`config.mk`:
```
export PLATFORM = sky130hd
export DESIGN_NAME = peer_consensus_fusion
export DESIGN_NICKNAME = d
export VERILOG_FILES = /design/src/rtl/core/pcf_pkg.sv /design/src/rtl/core/pcf_front.sv /design/src/rtl/core/pcf_div.sv /design/src/rtl/core/pcf_back.sv /design/src/rtl/core/peer_consensus_fusion.sv
export SDC_FILE = /design/constraint.sdc
export NUM_CORES = 2
export LEC_CHECK = 0
export BUFFER_PORTS_ARGS = -buffer_cell sky130_fd_sc_hd__buf_4
export CAP_MARGIN = 20
export CORE_MARGIN = 1
export CORE_UTILIZATION = 50
export DETAILED_ROUTE_END_ITERATION = 7
export PLACE_DENSITY_LB_ADDON = 0.3
export REMOVE_ABC_BUFFERS = 1
export SYNTH_ARGS = -nofsm -noshare
export SYNTH_HDL_FRONTEND = slang
export SYNTH_SLANG_ARGS = --single-unit
export TNS_END_PERCENT = 20
```
`constraint.sdc`:
```
create_clock -name clock -period 10.7 [get_ports clock]
set_input_delay 0.535 -clock clock [delete_from_list [all_inputs] [get_ports clock]]
set_output_delay 0.535 -clock clock [all_outputs]
set_load 0.005 [all_outputs]
```
`src/rtl/core/pcf_pkg.sv`:
```
// ----------------------------------------------------------------------------
// pcf_pkg
// Shared types, constants and helpers for the peer consensus fusion block.
// ----------------------------------------------------------------------------
package pcf_pkg;

   localparam int MAX_PEERS_DEF = 8;

   localparam int FRAC_W   = 16;
   localparam int ATT_W    = 17;
   localparam int HEIGHT_W = 12;
   localparam int SLOT_W   = 3;
   localparam int COUNT_W  = 4;
   localparam int ORIGIN_W = 11;

   localparam int LANES  = 3;
   localparam int LANE_W = $clog2(LANES);

   localparam int QUEUE_DEPTH = 2;

   localparam logic [FRAC_W-1:0]   ONE_Q15       = 16'd32768;
   localparam int                  WEIGHT_W      = 17;
   localparam logic [WEIGHT_W-1:0] HALF_Q15      = 17'd16384;
   localparam int                  PROD_W        = WEIGHT_W + HEIGHT_W;
   localparam logic [ORIGIN_W-1:0] ORIGIN_MAX_MM = 11'd2000;

   // serial divider: quotient bits retired one per cycle
   localparam int QUOT_W     = 16;
   localparam int DEN_MEAN_W = 5;

   // blend: (pct*local + (100-pct)*mean) / 100 via reciprocal multiply
   localparam int                 PCT_W       = 7;
   localparam int                 BLEND_W     = 22;
   localparam int                 RECIP_W     = 23;
   localparam int                 RECIP_SHIFT = 29;
   localparam int                 SCALE_W     = BLEND_W + RECIP_W;
   localparam logic [RECIP_W-1:0] RECIP_100   = 23'd5368710;
   localparam logic [PCT_W-1:0]   PCT_TOTAL   = 7'd100;

   typedef logic [PCT_W-1:0] pct_type;
   localparam pct_type PCT_LOCAL [LANES] = '{7'd62, 7'd60, 7'd55};

   // CSR map
   localparam int                 CSR_ADDR_W        = 3;
   localparam logic               CSR_PEERS_IN_USE  = 1'b0;
   localparam logic [COUNT_W-1:0] PEERS_IN_USE_RST  = 4'd4;

   typedef enum logic {
      KIND_PEER = 1'b0,
      KIND_MEAS = 1'b1
   } kind_type;

   // lane order in frac: leak, spread, confidence
   typedef struct packed {
      kind_type                       kind;
      logic [SLOT_W-1:0]              slot;
      logic [LANES-1:0][FRAC_W-1:0]   frac;
      logic signed [ATT_W-1:0]        att;
      logic [HEIGHT_W-1:0]            height;
   } item_type;

   typedef enum logic [2:0] {
      ST_IDLE,
      ST_WALK,
      ST_DIVIDE,
      ST_NUMER,
      ST_SCALE,
      ST_OUTPUT
   } state_type;

   function automatic logic [FRAC_W-1:0] sat_frac(input logic [FRAC_W-1:0] v);
      return (v > ONE_Q15) ? ONE_Q15 : v;
   endfunction

endpackage

```
`src/rtl/core/pcf_front.sv`:
```
// ----------------------------------------------------------------------------
// pcf_front
// Takes request beats, saturates fractions, tags the item kind and holds
// items in a short queue for the back end.
// ----------------------------------------------------------------------------
module pcf_front (
   input  logic                              clock,
   input  logic                              reset,
   input  logic                              push,
   output logic                              full,
   input  logic                              req_kind,
   input  logic [pcf_pkg::SLOT_W-1:0]        req_slot,
   input  logic [pcf_pkg::FRAC_W-1:0]        req_leak_level,
   input  logic [pcf_pkg::FRAC_W-1:0]        req_spread_level,
   input  logic [pcf_pkg::FRAC_W-1:0]        req_confidence_level,
   input  logic signed [pcf_pkg::ATT_W-1:0]  req_attenuation,
   input  logic [pcf_pkg::HEIGHT_W-1:0]      req_height_mm,
   output pcf_pkg::item_type                 q_item,
   output logic                              q_valid,
   input  logic                              q_pop
);
   import pcf_pkg::*;

   localparam int QPTR_W = $clog2(QUEUE_DEPTH);

   item_type          in_item;
   item_type          mem_ff [QUEUE_DEPTH];
   logic [QPTR_W-1:0] wr_ptr_ff, wr_ptr_in;
   logic [QPTR_W-1:0] rd_ptr_ff, rd_ptr_in;
   logic [QPTR_W:0]   count_ff, count_in;
   logic              do_push, do_pop;

   always_comb begin
      in_item.kind    = kind_type'(req_kind);
      in_item.slot    = req_slot;
      in_item.frac[0] = sat_frac(req_leak_level);
      in_item.frac[1] = sat_frac(req_spread_level);
      in_item.frac[2] = sat_frac(req_confidence_level);
      in_item.att     = req_attenuation;
      in_item.height  = req_height_mm;
   end

   assign full    = (count_ff == (QPTR_W+1)'(QUEUE_DEPTH));
   assign q_valid = (count_ff != '0);
   assign q_item  = mem_ff[rd_ptr_ff];
   assign do_push = push & ~full;
   assign do_pop  = q_pop & q_valid;

   always_comb begin
      wr_ptr_in = do_push ? wr_ptr_ff + 1'b1 : wr_ptr_ff;
      rd_ptr_in = do_pop ? rd_ptr_ff + 1'b1 : rd_ptr_ff;
      count_in  = count_ff;
      if (do_push && !do_pop) begin
         count_in = count_ff + 1'b1;
      end else if (do_pop && !do_push) begin
         count_in = count_ff - 1'b1;
      end
   end

   always_ff @(posedge clock) begin
      if (reset) begin
         wr_ptr_ff <= '0;
         rd_ptr_ff <= '0;
         count_ff  <= '0;
      end else begin
         wr_ptr_ff <= wr_ptr_in;
         rd_ptr_ff <= rd_ptr_in;
         count_ff  <= count_in;
      end
   end

   always_ff @(posedge clock) begin
      if (do_push) begin
         mem_ff[wr_ptr_ff] <= in_item;
      end
   end

endmodule

```
`src/rtl/core/pcf_div.sv`:
```
// ----------------------------------------------------------------------------
// pcf_div
// Restoring divider, one quotient bit per step. The quotient must fit in
// QUOT_W bits, so the remainder starts from the dividend's upper part.
// ----------------------------------------------------------------------------
module pcf_div #(
   parameter int NUM_W = 21,
   parameter int DEN_W = 5
) (
   input  logic                        clock,
   input  logic                        start,
   input  logic                        step,
   input  logic [NUM_W-1:0]            numer,
   input  logic [DEN_W-1:0]            denom,
   output logic [pcf_pkg::QUOT_W-1:0]  quot
);
   import pcf_pkg::*;

   logic [DEN_W-1:0]  rem_ff, rem_in;
   logic [DEN_W-1:0]  den_ff, den_in;
   logic [QUOT_W-1:0] q_ff, q_in;
   logic [DEN_W:0]    trial;
   logic              ge;

   assign trial = {rem_ff, q_ff[QUOT_W-1]};
   assign ge    = (trial >= {1'b0, den_ff});

   always_comb begin
      rem_in = rem_ff;
      den_in = den_ff;
      q_in   = q_ff;
      if (start) begin
         rem_in = DEN_W'(numer >> QUOT_W);
         den_in = denom;
         q_in   = numer[QUOT_W-1:0];
      end else if (step) begin
         rem_in = ge ? DEN_W'(trial - {1'b0, den_ff}) : DEN_W'(trial);
         q_in   = {q_ff[QUOT_W-2:0], ge};
      end
   end

   always_ff @(posedge clock) begin
      rem_ff <= rem_in;
      den_ff <= den_in;
      q_ff   <= q_in;
   end

   assign quot = q_ff;

endmodule

```
`src/rtl/core/pcf_back.sv`:
```
// ----------------------------------------------------------------------------
// pcf_back
// Owns the peer table. Applies peer reports, and for a measurement walks
// the peers, divides serially, blends and registers the result beat.
// ----------------------------------------------------------------------------
module pcf_back #(
   parameter int MAX_PEERS = pcf_pkg::MAX_PEERS_DEF
) (
   input  logic                              clock,
   input  logic                              reset,
   input  pcf_pkg::item_type                 q_item,
   input  logic                              q_valid,
   output logic                              q_pop,
   input  logic [pcf_pkg::COUNT_W-1:0]       peers_in_use,
   input  logic                              pop,
   output logic                              empty,
   output logic [pcf_pkg::COUNT_W-1:0]       rsp_peers_used,
   output logic [pcf_pkg::ORIGIN_W-1:0]      rsp_origin_mm,
   output logic signed [pcf_pkg::ATT_W-1:0]  rsp_first_peer_attenuation,
   output logic [pcf_pkg::FRAC_W-1:0]        rsp_fused_leak,
   output logic [pcf_pkg::FRAC_W-1:0]        rsp_fused_spread,
   output logic [pcf_pkg::FRAC_W-1:0]        rsp_fused_confidence,
   output logic [pcf_pkg::FRAC_W-1:0]        rsp_mean_leak,
   output logic [pcf_pkg::FRAC_W-1:0]        rsp_mean_spread,
   output logic [pcf_pkg::FRAC_W-1:0]        rsp_mean_confidence
);
   import pcf_pkg::*;

   localparam int IDX_W  = (MAX_PEERS > 1) ? $clog2(MAX_PEERS) : 1;
   localparam int CW     = $clog2(MAX_PEERS + 1);
   localparam int SUM_W  = FRAC_W + CW;
   localparam int HSUM_W = PROD_W + CW;
   localparam int WSUM_W = WEIGHT_W + CW;
   localparam int STEP_W = $clog2(QUOT_W);

   typedef logic [LANES-1:0][FRAC_W-1:0] frac_set_type;

   state_type state_ff, state_in;

   frac_set_type            tab_frac_ff [MAX_PEERS];
   frac_set_type            tab_frac_in [MAX_PEERS];
   logic signed [ATT_W-1:0] tab_att_ff  [MAX_PEERS];
   logic signed [ATT_W-1:0] tab_att_in  [MAX_PEERS];
   logic [HEIGHT_W-1:0]     tab_hgt_ff  [MAX_PEERS];
   logic [HEIGHT_W-1:0]     tab_hgt_in  [MAX_PEERS];

   logic [COUNT_W-1:0]      n_ff, n_in, n_calc;
   logic [COUNT_W-1:0]      cnt_ff, cnt_in;
   logic [STEP_W-1:0]       step_ff, step_in;
   logic [LANE_W-1:0]       lane_ff, lane_in;
   logic [FRAC_W-1:0]       loc_ff   [LANES];
   logic [FRAC_W-1:0]       loc_in   [LANES];
   logic [SUM_W-1:0]        sum_ff   [LANES];
   logic [SUM_W-1:0]        sum_in   [LANES];
   logic [FRAC_W-1:0]       mean_ff  [LANES];
   logic [FRAC_W-1:0]       mean_in  [LANES];
   logic [BLEND_W-1:0]      numer_ff [LANES];
   logic [BLEND_W-1:0]      numer_in [LANES];
   logic [FRAC_W-1:0]       fused_ff [LANES];
   logic [FRAC_W-1:0]       fused_in [LANES];
   logic [QUOT_W-1:0]       mq       [LANES];
   logic [HSUM_W-1:0]       hsum_ff, hsum_in;
   logic [WSUM_W-1:0]       wsum_ff, wsum_in;
   logic signed [ATT_W-1:0] att0_ff, att0_in;
   logic [ORIGIN_W-1:0]     origin_ff, origin_in;
   logic [QUOT_W-1:0]       oq;

   logic                    rsp_valid_ff, rsp_valid_in;
   logic [COUNT_W-1:0]      rsp_n_ff, rsp_n_in;
   logic [ORIGIN_W-1:0]     rsp_origin_ff, rsp_origin_in;
   logic signed [ATT_W-1:0] rsp_att_ff, rsp_att_in;
   logic [FRAC_W-1:0]       rsp_fused_ff [LANES];
   logic [FRAC_W-1:0]       rsp_fused_in [LANES];
   logic [FRAC_W-1:0]       rsp_mean_ff  [LANES];
   logic [FRAC_W-1:0]       rsp_mean_in  [LANES];

   logic                    tab_we, start_meas, acc_en, div_start, div_step;
   logic                    numer_en, scale_en, out_load;
   logic [IDX_W-1:0]        widx, ridx;
   logic [WEIGHT_W-1:0]     weight;
   logic [PROD_W-1:0]       prod;
   logic [SCALE_W-1:0]      scaled;
   logic [FRAC_W-1:0]       scaled_q;
   logic [DEN_MEAN_W-1:0]   mean_den;

   // next state
   always_comb begin
      state_in = state_ff;
      case (state_ff)
         ST_IDLE: begin
            if (q_valid && q_item.kind == KIND_MEAS) begin
               state_in = ST_WALK;
            end
         end
         ST_WALK: begin
            if (cnt_ff == n_ff) begin
               state_in = ST_DIVIDE;
            end
         end
         ST_DIVIDE: begin
            if (step_ff == STEP_W'(QUOT_W - 1)) begin
               state_in = ST_NUMER;
            end
         end
         ST_NUMER: begin
            state_in = ST_SCALE;
         end
         ST_SCALE: begin
            if (lane_ff == LANE_W'(LANES - 1)) begin
               state_in = ST_OUTPUT;
            end
         end
         ST_OUTPUT: begin
            if (!rsp_valid_ff || pop) begin
               state_in = ST_IDLE;
            end
         end
         default: begin
            state_in = ST_IDLE;
         end
      endcase
   end

   // FSM outputs
   always_comb begin
      q_pop     = 1'b0;
      tab_we    = 1'b0;
      start_meas = 1'b0;
      acc_en    = 1'b0;
      div_start = 1'b0;
      div_step  = 1'b0;
      numer_en  = 1'b0;
      scale_en  = 1'b0;
      out_load  = 1'b0;
      case (state_ff)
         ST_IDLE: begin
            q_pop      = q_valid;
            tab_we     = q_valid && q_item.kind == KIND_PEER &&
                         int'(q_item.slot) < MAX_PEERS;
            start_meas = q_valid && q_item.kind == KIND_MEAS;
         end
         ST_WALK: begin
            acc_en    = (cnt_ff != n_ff);
            div_start = (cnt_ff == n_ff);
         end
         ST_DIVIDE: begin
            div_step = 1'b1;
         end
         ST_NUMER: begin
            numer_en = 1'b1;
         end
         ST_SCALE: begin
            scale_en = 1'b1;
         end
         ST_OUTPUT: begin
            out_load = !rsp_valid_ff || pop;
         end
         default: begin
            q_pop = 1'b0;
         end
      endcase
   end

   // peer table
   assign widx = IDX_W'(q_item.slot);

   always_comb begin
      tab_frac_in = tab_frac_ff;
      tab_att_in  = tab_att_ff;
      tab_hgt_in  = tab_hgt_ff;
      if (tab_we) begin
         tab_frac_in[widx] = q_item.frac;
         tab_att_in[widx]  = q_item.att;
         tab_hgt_in[widx]  = q_item.height;
      end
   end

   // peer walk
   always_comb begin
      n_calc = peers_in_use;
      if (int'(peers_in_use) > MAX_PEERS) begin
         n_calc = COUNT_W'(MAX_PEERS);
      end
   end

   assign ridx   = cnt_ff[IDX_W-1:0];
   assign weight = HALF_Q15 + WEIGHT_W'(tab_frac_ff[ridx][0]) +
                   WEIGHT_W'(tab_frac_ff[ridx][1]);
   assign prod   = PROD_W'(weight) * PROD_W'(tab_hgt_ff[ridx]);

   always_comb begin
      n_in    = n_ff;
      cnt_in  = cnt_ff;
      hsum_in = hsum_ff;
      wsum_in = wsum_ff;
      att0_in = att0_ff;
      loc_in  = loc_ff;
      sum_in  = sum_ff;
      if (start_meas) begin
         n_in    = n_calc;
         cnt_in  = '0;
         hsum_in = '0;
         wsum_in = '0;
         att0_in = (n_calc != '0) ? tab_att_ff[0] : '0;
         for (int l = 0; l < LANES; l++) begin
            loc_in[l] = q_item.frac[l];
            sum_in[l] = SUM_W'(q_item.frac[l]);
         end
      end else if (acc_en) begin
         cnt_in  = cnt_ff + 1'b1;
         hsum_in = hsum_ff + HSUM_W'(prod);
         wsum_in = wsum_ff + WSUM_W'(weight);
         for (int l = 0; l < LANES; l++) begin
            sum_in[l] = sum_ff[l] + SUM_W'(tab_frac_ff[ridx][l]);
         end
      end
   end

   // division
   assign mean_den = DEN_MEAN_W'(n_ff) + DEN_MEAN_W'(1);
   assign step_in  = div_start ? '0 : (div_step ? step_ff + 1'b1 : step_ff);

   for (genvar g = 0; g < LANES; g++) begin : g_mean_div
      pcf_div #(
         .NUM_W (SUM_W),
         .DEN_W (DEN_MEAN_W)
      ) u_div (
         .clock (clock),
         .start (div_start),
         .step  (div_step),
         .numer (sum_ff[g]),
         .denom (mean_den),
         .quot  (mq[g])
      );
   end

   pcf_div #(
      .NUM_W (HSUM_W),
      .DEN_W (WSUM_W)
   ) u_origin_div (
      .clock (clock),
      .start (div_start),
      .step  (div_step),
      .numer (hsum_ff),
      .denom (wsum_ff),
      .quot  (oq)
   );

   // blend
   assign scaled   = SCALE_W'(numer_ff[lane_ff]) * SCALE_W'(RECIP_100);
   assign scaled_q = scaled[RECIP_SHIFT +: FRAC_W];
   assign lane_in  = numer_en ? '0 : (scale_en ? lane_ff + 1'b1 : lane_ff);

   always_comb begin
      mean_in   = mean_ff;
      numer_in  = numer_ff;
      fused_in  = fused_ff;
      origin_in = origin_ff;
      if (numer_en) begin
         for (int l = 0; l < LANES; l++) begin
            mean_in[l]  = mq[l];
            numer_in[l] = BLEND_W'(PCT_LOCAL[l]) * BLEND_W'(loc_ff[l]) +
                          BLEND_W'(PCT_TOTAL - PCT_LOCAL[l]) * BLEND_W'(mq[l]);
         end
         if (n_ff == '0) begin
            origin_in = '0;
         end else if (oq > QUOT_W'(ORIGIN_MAX_MM)) begin
            origin_in = ORIGIN_MAX_MM;
         end else begin
            origin_in = oq[ORIGIN_W-1:0];
         end
      end
      if (scale_en) begin
         fused_in[lane_ff] = sat_frac(scaled_q);
      end
   end

   // result register
   always_comb begin
      rsp_valid_in  = rsp_valid_ff;
      rsp_n_in      = rsp_n_ff;
      rsp_origin_in = rsp_origin_ff;
      rsp_att_in    = rsp_att_ff;
      rsp_fused_in  = rsp_fused_ff;
      rsp_mean_in   = rsp_mean_ff;
      if (pop) begin
         rsp_valid_in = 1'b0;
      end
      if (out_load) begin
         rsp_valid_in  = 1'b1;
         rsp_n_in      = n_ff;
         rsp_origin_in = origin_ff;
         rsp_att_in    = att0_ff;
         rsp_fused_in  = fused_ff;
         rsp_mean_in   = mean_ff;
      end
   end

   always_ff @(posedge clock) begin
      if (reset) begin
         state_ff     <= ST_IDLE;
         rsp_valid_ff <= 1'b0;
         for (int i = 0; i < MAX_PEERS; i++) begin
            tab_frac_ff[i] <= '0;
            tab_att_ff[i]  <= '0;
            tab_hgt_ff[i]  <= '0;
         end
      end else begin
         state_ff     <= state_in;
         rsp_valid_ff <= rsp_valid_in;
         tab_frac_ff  <= tab_frac_in;
         tab_att_ff   <= tab_att_in;
         tab_hgt_ff   <= tab_hgt_in;
      end
   end

   always_ff @(posedge clock) begin
      n_ff          <= n_in;
      cnt_ff        <= cnt_in;
      step_ff       <= step_in;
      lane_ff       <= lane_in;
      loc_ff        <= loc_in;
      sum_ff        <= sum_in;
      hsum_ff       <= hsum_in;
      wsum_ff       <= wsum_in;
      att0_ff       <= att0_in;
      mean_ff       <= mean_in;
      numer_ff      <= numer_in;
      fused_ff      <= fused_in;
      origin_ff     <= origin_in;
      rsp_n_ff      <= rsp_n_in;
      rsp_origin_ff <= rsp_origin_in;
      rsp_att_ff    <= rsp_att_in;
      rsp_fused_ff  <= rsp_fused_in;
      rsp_mean_ff   <= rsp_mean_in;
   end

   assign empty                      = ~rsp_valid_ff;
   assign rsp_peers_used             = rsp_n_ff;
   assign rsp_origin_mm              = rsp_origin_ff;
   assign rsp_first_peer_attenuation = rsp_att_ff;
   assign rsp_fused_leak             = rsp_fused_ff[0];
   assign rsp_fused_spread           = rsp_fused_ff[1];
   assign rsp_fused_confidence       = rsp_fused_ff[2];
   assign rsp_mean_leak              = rsp_mean_ff[0];
   assign rsp_mean_spread            = rsp_mean_ff[1];
   assign rsp_mean_confidence        = rsp_mean_ff[2];

endmodule

```
`src/rtl/core/peer_consensus_fusion.sv`:
```
// ----------------------------------------------------------------------------
// peer_consensus_fusion
// Fuses a local reading with a table of peer reports.
// A measurement walks n peers, one per cycle (n = peers used), then takes
// 16 serial divide steps and blends; a result waits until the last is popped.
// Measurements go one at a time; peer reports apply one per cycle when idle.
// Reset: peer table cleared to zero, peers_in_use = 4, queues empty.
// ----------------------------------------------------------------------------
module peer_consensus_fusion #(
   parameter int MAX_PEERS = pcf_pkg::MAX_PEERS_DEF
) (
   input  logic                                clock,
   input  logic                                reset,
   input  logic                                push,
   output logic                                full,
   input  logic                                req_kind,
   input  logic [pcf_pkg::SLOT_W-1:0]          req_slot,
   input  logic [pcf_pkg::FRAC_W-1:0]          req_leak_level,
   input  logic [pcf_pkg::FRAC_W-1:0]          req_spread_level,
   input  logic [pcf_pkg::FRAC_W-1:0]          req_confidence_level,
   input  logic signed [pcf_pkg::ATT_W-1:0]    req_attenuation,
   input  logic [pcf_pkg::HEIGHT_W-1:0]        req_height_mm,
   output logic                                empty,
   input  logic                                pop,
   output logic [pcf_pkg::COUNT_W-1:0]         rsp_peers_used,
   output logic [pcf_pkg::ORIGIN_W-1:0]        rsp_origin_mm,
   output logic signed [pcf_pkg::ATT_W-1:0]    rsp_first_peer_attenuation,
   output logic [pcf_pkg::FRAC_W-1:0]          rsp_fused_leak,
   output logic [pcf_pkg::FRAC_W-1:0]          rsp_fused_spread,
   output logic [pcf_pkg::FRAC_W-1:0]          rsp_fused_confidence,
   output logic [pcf_pkg::FRAC_W-1:0]          rsp_mean_leak,
   output logic [pcf_pkg::FRAC_W-1:0]          rsp_mean_spread,
   output logic [pcf_pkg::FRAC_W-1:0]          rsp_mean_confidence,
   input  logic                                psel,
   input  logic                                penable,
   input  logic                                pwrite,
   input  logic [pcf_pkg::CSR_ADDR_W-1:0]      paddr,
   input  logic [31:0]                         pwdata,
   output logic [31:0]                         prdata,
   output logic                                pready
);
   import pcf_pkg::*;

   item_type           q_item;
   logic               q_valid, q_pop;
   logic [COUNT_W-1:0] peers_in_use_ff, peers_in_use_in;
   logic               csr_hit, csr_wr;

   assign pready  = 1'b1;
   assign csr_hit = (paddr[2] == CSR_PEERS_IN_USE);
   assign csr_wr  = psel & penable & pwrite & pready;
   assign prdata  = csr_hit ? {{(32-COUNT_W){1'b0}}, peers_in_use_ff} : '0;

   assign peers_in_use_in = (csr_wr && csr_hit) ? pwdata[COUNT_W-1:0] : peers_in_use_ff;

   always_ff @(posedge clock) begin
      if (reset) begin
         peers_in_use_ff <= PEERS_IN_USE_RST;
      end else begin
         peers_in_use_ff <= peers_in_use_in;
      end
   end

   pcf_front u_front (
      .clock                (clock),
      .reset                (reset),
      .push                 (push),
      .full                 (full),
      .req_kind             (req_kind),
      .req_slot             (req_slot),
      .req_leak_level       (req_leak_level),
      .req_spread_level     (req_spread_level),
      .req_confidence_level (req_confidence_level),
      .req_attenuation      (req_attenuation),
      .req_height_mm        (req_height_mm),
      .q_item               (q_item),
      .q_valid              (q_valid),
      .q_pop                (q_pop)
   );

   pcf_back #(
      .MAX_PEERS (MAX_PEERS)
   ) u_back (
      .clock                      (clock),
      .reset                      (reset),
      .q_item                     (q_item),
      .q_valid                    (q_valid),
      .q_pop                      (q_pop),
      .peers_in_use               (peers_in_use_ff),
      .pop                        (pop),
      .empty                      (empty),
      .rsp_peers_used             (rsp_peers_used),
      .rsp_origin_mm              (rsp_origin_mm),
      .rsp_first_peer_attenuation (rsp_first_peer_attenuation),
      .rsp_fused_leak             (rsp_fused_leak),
      .rsp_fused_spread           (rsp_fused_spread),
      .rsp_fused_confidence       (rsp_fused_confidence),
      .rsp_mean_leak              (rsp_mean_leak),
      .rsp_mean_spread            (rsp_mean_spread),
      .rsp_mean_confidence        (rsp_mean_confidence)
   );

endmodule

```
Word level (Yosys, flattened, before mapping)
Memory sizes are Yosys's and may differ from the RTL's. A register that Yosys moved wholly into a read port is not among the register bits.
Index checks and enable logic that the tools add are counted.
{"block": "totals", "ff_bits": 1248, "mem_bits_rw": 162, "mem_count": 1}
{"name": "u_front.mem_ff", "depth": 2, "word_bits": 81, "rd": 1, "rd_ports_with_merged_regs": 1, "write_ports": 1, "line": "pcf_front.sv:27", "text": "item_type mem_ff [QUEUE_DEPTH];"}
{"block": "op_classes", "n_addsub": 22, "n_mul": 8, "magnitude_cmp": 15, "eq_ne": 15, "muxes": 73, "n_bitwise": 11, "reduce_logical": 21}
{"operator": "$bwmux W384", "n": 1}
{"operator": "$mux W16", "n": 13}
{"operator": "$bmux W48 S3", "n": 1}
{"operator": "$demux W48 S3", "n": 1}
{"operator": "$mux W48", "n": 3}
{"operator": "$bwmux W136", "n": 1}
{"operator": "$mux W56", "n": 2}
{"operator": "$bwmux W96", "n": 1}
{"operator": "$add A22 B22 Y22", "n": 3}
{"operator": "$gt A16 B16 Y1 const B", "n": 4}
{"operator": "$add A20 B16 Y20", "n": 3}
{"operator": "$demux W17 S3", "n": 1}
{"operator": "$mux W17", "n": 3}
{"operator": "$bwmux W48", "n": 1}
{"operator": "$bmux W22 S2", "n": 1}
{"operator": "$mul A22 B22 Y44 const B", "n": 1}
{"operator": "$mul A6 B16 Y22 const A", "n": 2}
{"operator": "$mux W22", "n": 2}
{"operator": "$mul A5 B16 Y21 const A", "n": 2}
{"operator": "$bmux W12 S3", "n": 1}
{"operator": "$demux W12 S3", "n": 1}
{"operator": "$mux W12", "n": 3}
{"operator": "$add A33 B29 Y33", "n": 1}
{"operator": "$demux W16 S2", "n": 1}
{"operator": "50 further kinds", "n": 112}

Logic depth before layout (Yosys ltp)
{"block": "logic_depth", "ltp_word": 8, "mapped_depth": 38}

Modules after synthesis
A second synthesis with hierarchy kept.
{"block": "unflattened", "hier_cells": 7876, "hier_area_um2": 82150.0}
{"mod": "pcf_back", "instances": 1, "cells_each": 6852, "area_each_um2": 67786.3, "seq_area_each_um2": 24013.0}
{"mod": "pcf_front", "instances": 1, "cells_each": 328, "area_each_um2": 6366.1, "seq_area_each_um2": 4964.8}
{"mod": "pcf_div (u_back.u_origin_div)", "instances": 1, "cells_each": 357, "area_each_um2": 3651.0, "seq_area_each_um2": 1701.6}
{"mod": "pcf_div (u_back.g_mean_div[0].u_div ...)", "instances": 2, "cells_each": 95, "area_each_um2": 1300.0, "seq_area_each_um2": 770.7}
{"mod": "pcf_div (u_back.g_mean_div[2].u_div)", "instances": 1, "cells_each": 96, "area_each_um2": 1300.0, "seq_area_each_um2": 770.7}
{"mod": "peer_consensus_fusion", "instances": 1, "cells_each": 53, "area_each_um2": 446.7, "seq_area_each_um2": 80.1}

Worst setup path after synthesis
Ideal clock, no wire load.
{"block": "synth_timing", "path_type": "register to register", "from": "reg u_back.cnt_ff[0]", "to": "reg u_back.hsum_ff[31]", "arrival_time_ns": 10.026, "required_time_ns": 10.628, "slack_ns": 0.602, "path_stages_with_launch": 39, "path_buffers": 3, "cell_sequence": "dfxtp_1 buf_2 buf_1 buf_1 mux4_2 mux2_2 ha_1 ha_1 fa_1 a21o_1 a21oi_1 o21bai_1 a21oi_1 o21bai_1 a211o_1 and2_1 o21ai_1 xor2_1 (+3 left out) fa_1 inv_1 fa_1 fa_1 inv_1 fa_1 inv_1 ha_1 and3_1 a221o_1 a21o_1 a221oi_2 a31oi_1 o41ai_4 o21ai_1 a211o_1 nand2_1 mux2i_1"}
{"block": "synth_between", "elab_chain_cells": 8}
{"item": "start, declared", "line": "pcf_back.sv:48", "text": "logic [COUNT_W-1:0] cnt_ff, cnt_in;"}
{"item": "start signal, assigned", "line": "pcf_back.sv:319", "text": "cnt_ff <= cnt_in;"}
{"item": "$not A3 Y4 (not written as such)", "line": "pcf_back.sv:187, pcf_back.sv:188, pcf_back.sv:189"}
{"item": "$bmux W48 S3", "line": "pcf_back.sv:187, pcf_back.sv:188"}
{"item": "$mux W48 (not written as such)", "line": "pcf_back.sv:187", "text": "assign weight = HALF_Q15 + WEIGHT_W'(tab_frac_ff[ridx][0]) +"}
{"item": "$mux W48 (not written as such)", "line": "pcf_back.sv:188", "text": "WEIGHT_W'(tab_frac_ff[ridx][1]);"}
{"item": "$add A15 B16 Y17", "line": "pcf_back.sv:187"}
{"item": "$add A17 B16 Y17", "line": "pcf_back.sv:187"}
{"item": "$mul A17 B12 Y29", "line": "pcf_back.sv:189", "text": "assign prod = PROD_W'(weight) * PROD_W'(tab_hgt_ff[ridx]);"}
{"item": "$add A33 B29 Y33", "line": "pcf_back.sv:211", "text": "hsum_in = hsum_ff + HSUM_W'(prod);"}
{"item": "end signal, assigned", "line": "pcf_back.sv:324", "text": "hsum_ff <= hsum_in;"}
{"item": "end, declared", "line": "pcf_back.sv:62", "text": "logic [HSUM_W-1:0] hsum_ff, hsum_in;"}
Several ways; a longest one is shown, not always the timed one. The select of a mux whose other input is x is not followed.
A chain may end at the register's enable or synchronous reset.

Worst setup path in the final report
{"block": "layout_timing", "from": "reg u_back.cnt_ff[0]", "to": "reg u_back.hsum_ff[28]"}
The elaborated chain is that of the path after synthesis.

==> reports/metrics.csv <==
stage,metric,value,unit
outcome,status,completed,
critical_path,slowest cell delay on critical path,0.56,ns
clocking,Clk Tree Root Cell,clkbuf_16,
drt,DR iter-0 viols,3581,
place,I/O Buffers,226,
clocking,"Clk Latency, worst-skew pair",0.81,ns
timing,fmax,0.0988,GHz
place,dpl cells,9573,
floorplan,starting density of the core,0.506,
critical_path,Worst setup SP type,flip-flop,
critical_path,"Req. time, crit path",11.33,ns
global_route,initial antenna violation count,0,
synthesis,"count leader, synth",inv_1,
drt,routed vias,54310,
timing,RSZ-0062 raised after global routing,false,
clocking,clock sink count,1289,
layout,Final Instance Area,0.0901,mm²
timing,final hold viol count,0,
critical_path,worst reg2reg setup slack,0.58,ns
global_route,largest net degree at the start of global routing,213,
clocking,H-tree levels,4,
critical_path,r2r startpoint,u_back.cnt_ff[0]$_SDFFE_PP0P_,
floorplan,die height,403,µm
critical_path,kind of critical path,flip-flop to flip-flop,
synthesis,sequential area share after synthesis,0.407,
critical_path,critical path startpoint,u_back.cnt_ff[0]$_SDFFE_PP0P_,
floorplan,Die ar.,0.163,mm²
hold_path,HP Class,input pin to flip-flop,
critical_path,R2R depth,36,
run,MaxCap Viol Count,0,
layout,# diodes,0,
global_route,GRT overflow,0,
synthesis,top-area cell type share of the netlist area,0.260,
timing,Max-slew headroom,0.201,
drt,Post-Route WL,194000,µm
global_route,first-pass GRT wire length,304000,µm
layout,layout cell share with drive strength beyond 1,0.107,
synthesis,main area contributors after synthesis,"edfxtp_1 26%, dfxtp_1 15%, fa_1 14%",
clocking,Max Buffers Root-to-Sink,3,
critical_path,Critical Path AT,10.74,ns
synthesis,Post-Syn Area,0.0805,mm²
global_route,number of global-route vias before repair,54843,
timing,Tightest Pin Transition,1.20,ns
critical_path,CP Max Fanout,13,
synthesis,"EDFF count, synth",696,
critical_path,Critical path destination,u_back.hsum_ff[28]$_SDFFE_PP0P_,
drt,Avg Vias per Cell,5.49,
synthesis,Seq cells post-synth,1289,
synthesis,Synth cell types,85,
timing,Max Slew Vio Count,0,
drt,"antenna viol nets, final",0,
synthesis,Mapped Cells,7382,
timing,fin worst setup slack,0.583,ns
clocking,CTS Buf Count,144,
clocking,CTS clock-pin slew for the worst setup and hold paths,0.06,ns
layout,Area Overhead vs Synth,12.0,%
synthesis,Avg Inst Size Synth,10.9,µm²
clocking,CTS tree,yes,
place,Area after DPL,0.0847,mm²
timing,Worst Skew,0.0618,ns
floorplan,standard-cell rows,146,
timing,period utilisation layout,0.946,
synthesis,Synth area leader,edfxtp_1,
drt,1st-pass router iterations,5,
place,post-DP HPWL,141000,µm
floorplan,Die Width,403,µm
place,dpl ws,0.453,ns
timing,Final min period,10.12,ns
layout,Final Non-Filler Cells,9894,
timing,Hold Slack,0.0666,ns
synthesis,Ys Warns,0,
synthesis,Synth top cells by count,"989 x inv_1, 812 x nor2_1, 696 x edfxtp_1",
critical_path,CP max-delay cell,fa_1,
synthesis,Synth Flop Type,edfxtp_1,
drt,post-DR wirelength/cell,19.6,µm
critical_path,Critical Path Sink Type,flip-flop,
floorplan,core box area,0.159,mm²
global_route,GRT Total Usage,0.239,
timing,final setup fails,0,
synthesis,"Async S/R FF share, synth",0,
floorplan,I/O pin count,286,
critical_path,CP most frequent cell,fa_1,
place,Placer Congestion,0.948,
critical_path,reg2reg end,u_back.hsum_ff[28]$_SDFFE_PP0P_,
drt,# DRC,0,
layout,final net count,8976,
[per-stage QoR]
| stage | TNS, ns | utilization |
|---|---|---|
| after floorplan | -243.24 | - |
| after global placement | 0 | 0.532 |
| after detailed placement | 0 | 0.532 |
| after CTS | 0 | 0.566 |
| after global routing | 0 | 0.567 |
| final | 0 | 0.567 |
[final cells by class]
cell class                 count  area [µm²]
fill                       13306       69000
clock buffer                 211        4270
multi-input combinational   4798       42800
sequential                  1289       32800
clock inverter                55         693
inverter                     992        3730
timing repair buffer         403        3150
tap                         2146        2690
[worst min path at each step]
| stage | depth (start not counted) | slack, ns | start | to |
|---|---|---|---|---|
| floorplan | 0 | 0.40 | u_back.att0_ff[0]$_SDFFCE_PN0P_ | u_back.rsp_first_peer_attenuation[0]$_DFFE_PP_ |
| global placement | 0 | 0.40 | u_back.fused_ff[32]$_DFFE_PP_ | u_back.rsp_fused_leak[0]$_DFFE_PP_ |
| detailed placement | 0 | 0.40 | u_back.att0_ff[16]$_SDFFCE_PN0P_ | u_back.rsp_first_peer_attenuation[16]$_DFFE_PP_ |
| CTS | 4 | 0.01 | pwdata[2] | peers_in_use_ff[2]$_SDFFE_PP1P_ |
| global route | 4 | 0.06 | pwdata[2] | peers_in_use_ff[2]$_SDFFE_PP1P_ |
| finish | 4 | 0.07 | pwdata[2] | peers_in_use_ff[2]$_SDFFE_PP1P_ |
[logic make-up after synthesis]
logic type | Yosys count | share of synthesized area
muxes | 317 | 0.0589
DFF | 1289 | 0.407
xor gates and xnor gates | 245 | 0.0267
AOI/OAI and AO/OA | 1265 | 0.108
adders and majority gates | 1225 | 0.242
other | 2 | 0.0000933
and+or+nand+nor | 1717 | 0.0938
buffers and inverters | 1322 | 0.0638
[timing repair]
item	4_1_cts	5_1_grt
hold buffers	39	0
buffers inserted	0	9
endpoints found under the setup margin	0	3
endpoints found under the hold margin	75	0
resized for setup	0	1
[worst max-delay path: cells and delay by family (launching register included)]
family	cells	cell delay [ns]
adders and majority gates	8	3.65
AOI/OAI and AO/OA	15	3.39
buffers and inverters	6	0.89
muxes	2	0.86
DFF	1	0.48
and+or+nand+nor	3	0.40
xor gates and xnor gates	2	0.27
[layout by cell type, fill, tap and decap left out, drive strengths merged, types with 81 or more instances in the layout]
master,count
a211oi,523
xor2,81
dfxtp,593
inv,1002
clkbuf,212
edfxtp,696
mux4,120
nor2b,118
buf,363
nand3,102
mux2i,142
fa,551
o21ai,189
ha,674
a21oi,198
xnor2,164
nor2,812
nand2,398
[sequential cells by signal, indices dropped and copies added (netlist names), 17 cells and up, named ones only]
register,cells
u_back.u_origin_div.den_ff,21
u_back.numer_ff,63
u_back.g_mean_div.u_div.quot,48
u_back.sum_ff,60
u_back.tab_att_ff,17
u_back.rsp_first_peer_attenuation,17
u_back.fused_ff,48
u_back.att0_ff,17
u_back.u_origin_div.rem_ff,21
u_back.tab_frac_ff,384
u_back.hsum_ff,33
u_front.mem_ff,162
u_back.loc_ff,48
u_back.mean_ff,48
u_back.tab_hgt_ff,96
u_back.wsum_ff,21
[metal layers]
layer,track usage,routed length [µm]
met5,0,0
met3,0.0346,9620
met2,0.395,92000
met4,0.0945,7160
met1,0.317,85000
Power is not shown: default switching activity piles up to over one toggle a cycle in this logic, so the estimate is an artifact.
